`config.mk`:
```
export PLATFORM = sky130hd
export DESIGN_NAME = q2rm_div_step
export DESIGN_NICKNAME = d
export VERILOG_FILES = /design/src/design/q2rm_pkg.sv /design/src/design/q2rm_div_step.sv
export SDC_FILE = /design/constraint.sdc
export NUM_CORES = 1
export LEC_CHECK = 0
export ABC_AREA = 1
export BUFFER_PORTS_ARGS = -buffer_cell sky130_fd_sc_hd__buf_2
export CAP_MARGIN = 20
export CORE_AREA = 2 2 392 394
export DETAILED_ROUTE_END_ITERATION = 6
export DIE_AREA = 0 0 394 396
export SYNTH_ARGS = -nofsm -noshare
export SYNTH_HDL_FRONTEND = slang
export SYNTH_SLANG_ARGS = --single-unit
```
`constraint.sdc`:
```
create_clock -name clk -period 5.9 [get_ports clk]
set_clock_uncertainty 0.1 [all_clocks]
set_input_delay 1.475 -clock clk [delete_from_list [all_inputs] [get_ports clk]]
set_output_delay 1.475 -clock clk [all_outputs]
set_load 0.01 [all_outputs]
```
`src/design/q2rm_pkg.sv`:
```
`default_nettype none
package q2rm_pkg;

  localparam int CompWidth = 16;
  localparam int FracBits = 14;
  localparam int ProdWidth = 2 * CompWidth;
  localparam int NormWidth = ProdWidth + 2;
  localparam int NumWidth = ProdWidth + 2;
  localparam int MagWidth = NumWidth - 1;
  localparam int RemWidth = NormWidth + 1;
  localparam int Entries = 9;
  localparam int DivSteps = FracBits + 1;

  typedef logic signed [CompWidth-1:0] comp_t;
  typedef logic signed [ProdWidth-1:0] prod_t;
  typedef logic [NormWidth-1:0] norm_t;
  typedef logic signed [NumWidth-1:0] num_t;
  typedef logic [RemWidth-1:0] rem_t;
  typedef logic [FracBits:0] quo_t;

  typedef struct packed {
    comp_t comp_w;
    comp_t comp_x;
    comp_t comp_y;
    comp_t comp_z;
  } quat_t;

  typedef struct packed {
    comp_t row0_col0;
    comp_t row0_col1;
    comp_t row0_col2;
    comp_t row1_col0;
    comp_t row1_col1;
    comp_t row1_col2;
    comp_t row2_col0;
    comp_t row2_col1;
    comp_t row2_col2;
    logic  zero_norm;
  } matrix_t;

  typedef struct packed {
    rem_t [Entries-1:0] rem;
    quo_t [Entries-1:0] quo;
    logic [Entries-1:0] neg;
    logic [Entries-1:0] sat;
    norm_t              den;
    logic               zero;
  } div_state_t;

endpackage
`default_nettype wire

```
`src/design/q2rm_div_step.sv`:
```
`default_nettype none
module q2rm_div_step
  import q2rm_pkg::*;
(
  input  wire logic       clk,
  input  wire logic       rst,
  input  wire logic       advance,
  input  wire logic       in_valid,
  input  wire div_state_t din,
  output logic            out_valid,
  output div_state_t      dout
);

  div_state_t nxt;
  rem_t       sh;

  always_comb begin
    nxt = din;
    sh = '0;
    for (int k = 0; k < Entries; k++) begin
      sh = din.rem[k] << 1;
      if (sh >= rem_t'(din.den)) begin
        nxt.rem[k] = sh - rem_t'(din.den);
        nxt.quo[k] = {din.quo[k][FracBits-1:0], 1'b1};
      end else begin
        nxt.rem[k] = sh;
        nxt.quo[k] = {din.quo[k][FracBits-1:0], 1'b0};
      end
    end
  end

  always_ff @(posedge clk) begin
    if (rst) begin
      out_valid <= 1'b0;
    end else if (advance) begin
      out_valid <= in_valid;
    end
  end

  always_ff @(posedge clk) begin
    if (advance) begin
      dout <= nxt;
    end
  end

endmodule
`default_nettype wire

```
==> results of run 1 <==
-- registers in the layout, indices dropped and copies added (netlist names) --
| signal | flops |
|---|---|
| out_valid | 1 |
| dout | 503 |
-- Yosys cell counts --
cell type / count / area [µm²]
and3_1: 2 / 12.5
buf_6: 28 / 315
nor3_2: 4 / 40.0
o21a_1: 18 / 135
nand3b_1: 90 / 676
nand2_8: 1 / 20.0
nand3_1: 328 / 1640
nor2_1: 584 / 2190
nand2_4: 8 / 90.1
inv_2: 3 / 11.3
nand2_1: 2752 / 10300
a21o_1: 20 / 150
inv_4: 9 / 56.3
nor3_1: 40 / 200
a211oi_1: 5 / 37.5
mux2i_1: 1 / 10.0
fa_1: 9 / 180
a21oi_2: 10 / 87.6
buf_2: 6 / 30.0
xor2_1: 153 / 1340
buf_4: 26 / 195
a31oi_1: 2 / 12.5
edfxtp_1: 503 / 15100
xnor2_1: 9 / 78.8
a21oi_1: 222 / 1110
nand3_4: 1 / 17.5
o21bai_1: 24 / 180
inv_1: 851 / 3190
o21ai_0: 39 / 195
dfxtp_1: 1 / 20.0
nor2_2: 18 / 113
buf_1: 2 / 7.51
nand4_1: 35 / 219
ha_1: 306 / 3830
nand3_2: 17 / 170
-- kinds of logic after synthesis --
logic type	after synthesis	share of synthesized area, %
XOR/XNOR	162	3.38
AO/OA/AOI/OAI	340	4.55
multiplexers	1	0.0238
buffers and inverters	925	9.07
adder cells (fa/ha/maj)	315	9.54
AND/OR/NAND/NOR	3880	37.4
flip-flops	504	36.0
-- area by class of cell --
cell class	count	area (µm²)	share of cell area [%]
Sequential cell	504	15100	29.2
Clock inverter	40	480	0.927
Timing Repair Buffer	1057	5510	10.6
Inverter	863	3260	6.30
Tap cell	2030	2540	4.90
Multi-Input combinational cell	4698	23100	44.5
Clock buffer	80	1750	3.37
Antenna cell	30	75.1	0.145
-- power breakdown --
group	switching [mW]	leakage, nW	internal, mW
clock network	1.83	1.07	2.46
registers	0.178	4.92	4.52
logic	2.93	21.5	1.39
-- worst max path at each step --
stage,start,slack [ns],depth (start not counted),to
after global placement,din[3],0.80,12,dout[502]
after detailed placement,din[3],0.80,12,dout[502]
final,din[3],1.43,13,dout[459]
after global routing,din[3],1.28,13,dout[465]
after CTS,din[3],1.52,12,dout[502]
after floorplan,din[1],1.38,13,dout[253]
-- metal layers --
| layer | routed length, µm | track usage, % |
|---|---|---|
| met1 | 84600 | 31.5 |
| met2 | 94000 | 41.4 |
| met4 | 12000 | 13.8 |
| met5 | 333 | 0 |
| met3 | 18600 | 6.51 |
-- critical path: cells and delay by family --
family | cells | cell delay [ns]
buf+inv | 4 | 1.66
fa+ha+maj | 1 | 0.43
simple gates | 8 | 1.17
==> flow_summary.json, run 1 <==
{
  "core_area_mm2": 0.152,
  "vias": 44300,
  "holdWs_ns": 0.392,
  "htree_levels": 3,
  "final_cell_count_no_fill": 9302,
  "slew_headroom_pct": 30.0,
  "grt.overflow.total": 0,
  "status": "finished clean",
  "maxCapViolations": 0,
  "ys_types": 35,
  "place_area_mm2": 0.0495,
  "ff2ff_path_depth": 2,
  "cts_buffers": 67,
  "post_drt_wl_per_cell_um": 22.5,
  "port_buffers": 992,
  "detailed_place_hpwl_mm": 170,
  "power_leakage_nw": 27.5,
  "cts-root-buf": "clkbuf_16",
  "post_cts_buffers": 0,
  "path_cells": "buf_2 > clkinv_1 > buf_4 > ha_1 > nand2_1 > nand3_1 > nand2_1 > nand3_2 > nand3_2 > nand2_4 > buf_4 > nand3_1 > nand2_1",
  "ys_seq_area_share_pct": 36.0,
  "die_h_um": 396,
  "cp_common_cell": "nand2_1",
  "setup_tns_ns": 0,
  "fin_crit_sh_pct": 75.8,
  "cts_buffer_depth": 3,
  "synthToLayoutAreaGrowth_pct": 23.4,
  "max_freq_ghz": 0.224,
  "worstSetupStartpointType": "primary input",
  "syn_nets": 6949,
  "initialDrtViolationCount": 3713,
  "track_usage_pct": 25.7,
  "fin_crit_ns": 4.47,
  "crit_required_ns": 6.21,
  "dp_cells": 9152,
  "rrSetupSlack_ns": 5.22,
  "slowest_stage": "clkinv_1",
  "post_cts_resized": 0,
  "worstHoldStart": "out_valid",
  "rsz0062_at_grt": "false",
  "synth.avg_cell_area_um2": 6.86,
  "n_fill_cell": 16600,
  "mostFrequentLayoutCell": "nand2_1",
  "routed_wirelength_mm": 209,
  "clock_latency_ns": 0.69,
  "design_area_mm2": 0.0518,
  "grt_antenna_before_repair": 86,
  "crit_type": "in2reg",
  "cp.arrival_ns": 4.79,
  "dieArea_mm2": 0.156,
  "fin_ws_ns": 1.43,
  "synth_cells": 6127,
  "grt_start_max_net_pins": 102,
  "hold_violations": 0,
  "fin_nets": 8013,
  "ir_drop_uv": 187,
  "slew_violations": 0,
  "grt_pass1_vias": 41200,
  "die_x_um": 394,
  "worstMarginPinSlew_ns": 1.05,
  "yosys_warnings": 0,
  "setup_viol_count_final": 0,
  "row_count": 143,
  "yosys_register_bits": 504,
  "cts_hold_buffers": 0,
  "clkTransAtPathRegs_ns": 0.06,
  "clkSinkCount": 504,
  "power_density_mw_per_mm2": 257,
  "syn-cell-area_mm2": 0.0420,
  "gp_congestion": 1.01,
  "final_core_util_pct": 34.2,
  "hold_path_depth": 2,
  "ioPinCount": 1011,
  "rr_startpoint": "out_valid",
  "reg2reg_to": "out_valid",
  "max_stage_delay_ns": 0.75,
  "route.detailed.drc": 0,
  "hold_path_class": "reg2reg",
  "grt_pass1_wl_mm": 288,
  "end_kind": "flip-flop",
  "total_power_mw": 13.3,
  "initial_core_util_pct": 27.7,
  "post-place-ws_ns": 0.797,
  "final_cell_mix": "nand2_1 (2752), buf_2 (991), inv_1 (818), nor2_1 (584), edfxtp_1 (503)",
  "cts_tree": "built",
  "path_max_fanout": 20,
  "vias_per_cell": 4.77,
  "postRouteAntennaNets": 0,
  "hold_path_end": "out_valid",
  "first_pass_iters": 7,
  "final_layout_size_suffix_gt1_share_pct": 17.2
}
Note: power is estimated with default switching activity, not from simulation.
==> run 2, diff against run 1 <==
- CORE_AREA: 2 2 392 394 -> 2 2 393 395
- DIE_AREA: 0 0 394 396 -> 0 0 395 397
- clock period: 5.9 -> 4 ns (I/O delays scaled with it)
==> flow_summary.json, run 2 (synthesis gave the netlist of run 1 again) <==
{
  "status": "finished clean",
  "maxCapViolations": 0,
  "design_area_mm2": 0.0528,
  "clkSinkCount": 504,
  "reg2reg_to": "out_valid",
  "power_density_mw_per_mm2": 377,
  "post-place-ws_ns": 0.0936,
  "setup_viol_count_final": 0,
  "cp_common_cell": "nand2_1",
  "grt_start_max_net_pins": 86,
  "largest_reg_flops": 503,
  "place_area_mm2": 0.0505,
  "fin_crit_ns": 3.24,
  "reg_top3": "dout: 503 flops, out_valid: 1 flops",
  "htree_levels": 3,
  "synthToLayoutAreaGrowth_pct": 25.7,
  "crit_required_ns": 4.31,
  "post_drt_wl_per_cell_um": 23.2,
  "first_pass_iters": 7,
  "slew_headroom_pct": 57.7,
  "worst-path-stages": 16,
  "postRouteAntennaNets": 0,
  "cts_tree": "built",
  "top_register": "dout",
  "initialDrtViolationCount": 3764,
  "grt_pass1_vias": 41500,
  "final_layout_size_suffix_gt1_share_pct": 17.8,
  "grt.overflow.total": 0,
  "power_leakage_nw": 27.9,
  "initial_core_util_pct": 27.5,
  "cp-startpoint": "din[17]",
  "rr_startpoint": "out_valid",
  "hold_violations": 0,
  "max_freq_ghz": 0.309,
  "detailed_place_hpwl_mm": 178,
  "route.detailed.drc": 0,
  "cts_hold_buffers": 0,
  "vias": 44700,
  "crit_buf_inv": 5,
  "worst_path_dominant_cell_family": "simple AND/OR/NAND/NOR gates",
  "final_core_util_pct": 34.5,
  "worstMarginPinSlew_ns": 0.635,
  "path_max_fanout": 11,
  "slew_violations": 0,
  "gp_congestion": 1.00,
  "die_h_um": 397,
  "rrSetupSlack_ns": 3.32,
  "rsz0062_at_grt": "false",
  "worstHoldStart": "rst",
  "worstSetupStartpointType": "primary input",
  "crit_type": "in2reg",
  "ff2ff_path_depth": 2,
  "setup_tns_ns": 0,
  "hold_path_class": "in2reg",
  "dieArea_mm2": 0.157,
  "cts-root-buf": "clkbuf_16",
  "max_stage_delay_ns": 0.37,
  "ioPinCount": 1011,
  "fin_crit_sh_pct": 81.0,
  "path_cells": "buf_2 > clkinv_1 > buf_12 > ha_1 > nand2_1 > nor2_1 > nand2_1 > nor2_1 > nand3_1 > nand2_1 > nor2_1 > nand2_4 > inv_4 > buf_4 > nand2_1 > nand2_1",
  "post_cts_resized": 0,
  "ir_drop_uv": 283,
  "core_area_mm2": 0.153,
  "fin_ws_ns": 0.759,
  "port_buffers": 992,
  "grt_antenna_before_repair": 120,
  "slowest_stage": "ha_1",
  "die_x_um": 395,
  "vias_per_cell": 4.76,
  "cts_buffer_depth": 3,
  "routed_wirelength_mm": 217,
  "grt_pass1_wl_mm": 297,
  "track_usage_pct": 26.5,
  "row_count": 144,
  "crit_path_end": "dout[349]",
  "end_kind": "flip-flop",
  "cts_buffers": 67,
  "clkTransAtPathRegs_ns": 0.06,
  "mostFrequentLayoutCell": "nand2_1",
  "clock_latency_ns": 0.67,
  "post_cts_buffers": 0,
  "cp.arrival_ns": 3.56,
  "final_cell_mix": "nand2_1 (2752), buf_2 (991), inv_1 (820), nor2_1 (584), edfxtp_1 (503)",
  "fin_nets": 8078
}
run 2: cell count changes in the layout (fill, tap and decap cells not counted), sizes merged:
cell      change
diode         +6
buf          +65
clkinvlp      -1
clkbuf        -1
clkinv        +7
inv          -12
bufinv        +2
run 2: worst min-delay path by stage:
stage | endpoint | slack [ns] | cells past startpoint
final | out_valid | 0.37 | 2
after global routing | dout[45] | 0.36 | 1
after CTS | out_valid | 0.32 | 2
after detailed placement | out_valid | 0.39 | 2
after global placement | out_valid | 0.38 | 2
after floorplan | out_valid | 0.43 | 2
run 2: worst register-to-register path: stages (launching register included):
cell and delay (ns):
dfxtp_1 0.31, mux2i_1 0.12, nor2_1 0.05
run 2: per-stage QoR:
stage               instances  total power [mW]  hold WS (ns)
floorplan                6127              10.6         0.428
global placement         9231              13.6         0.375
detailed placement       9231              13.6         0.389
CTS                      9346              20.1         0.319
global route             9354              20.9         0.360
finish                   9382              19.9         0.374
run 2: layout make-up:
class                      instances  area (µm²)
antenna                           36        90.1
clock buffer                      79        1720
clock inverter                    36         520
fill                           16600      100000
inverter                         863        3260
multi-input combinational       4698       23100
sequential                       504       15100
tap                             2044        2560
timing repair buffer            1122        6440
run 2: metal layers:
layer	track usage [%]	vias to the layer above	routed length, µm	part of all wire [%]
li1	-	21700	-	-
met4	13.7	78	12000	5.5
met3	6.37	450	17500	8.0
met2	43.2	1898	99000	46
met5	0	-	566	0.26
met1	32.6	20500	88200	41
run 2: power by group:
group          switching [mW]  leakage, nW  internal, mW  total, mW
registers               0.298         4.92          6.67       6.97
logic                    4.37         21.9          2.17       6.54
clock network            2.69         1.08          3.71       6.40
total                    7.35         27.9          12.5       19.9
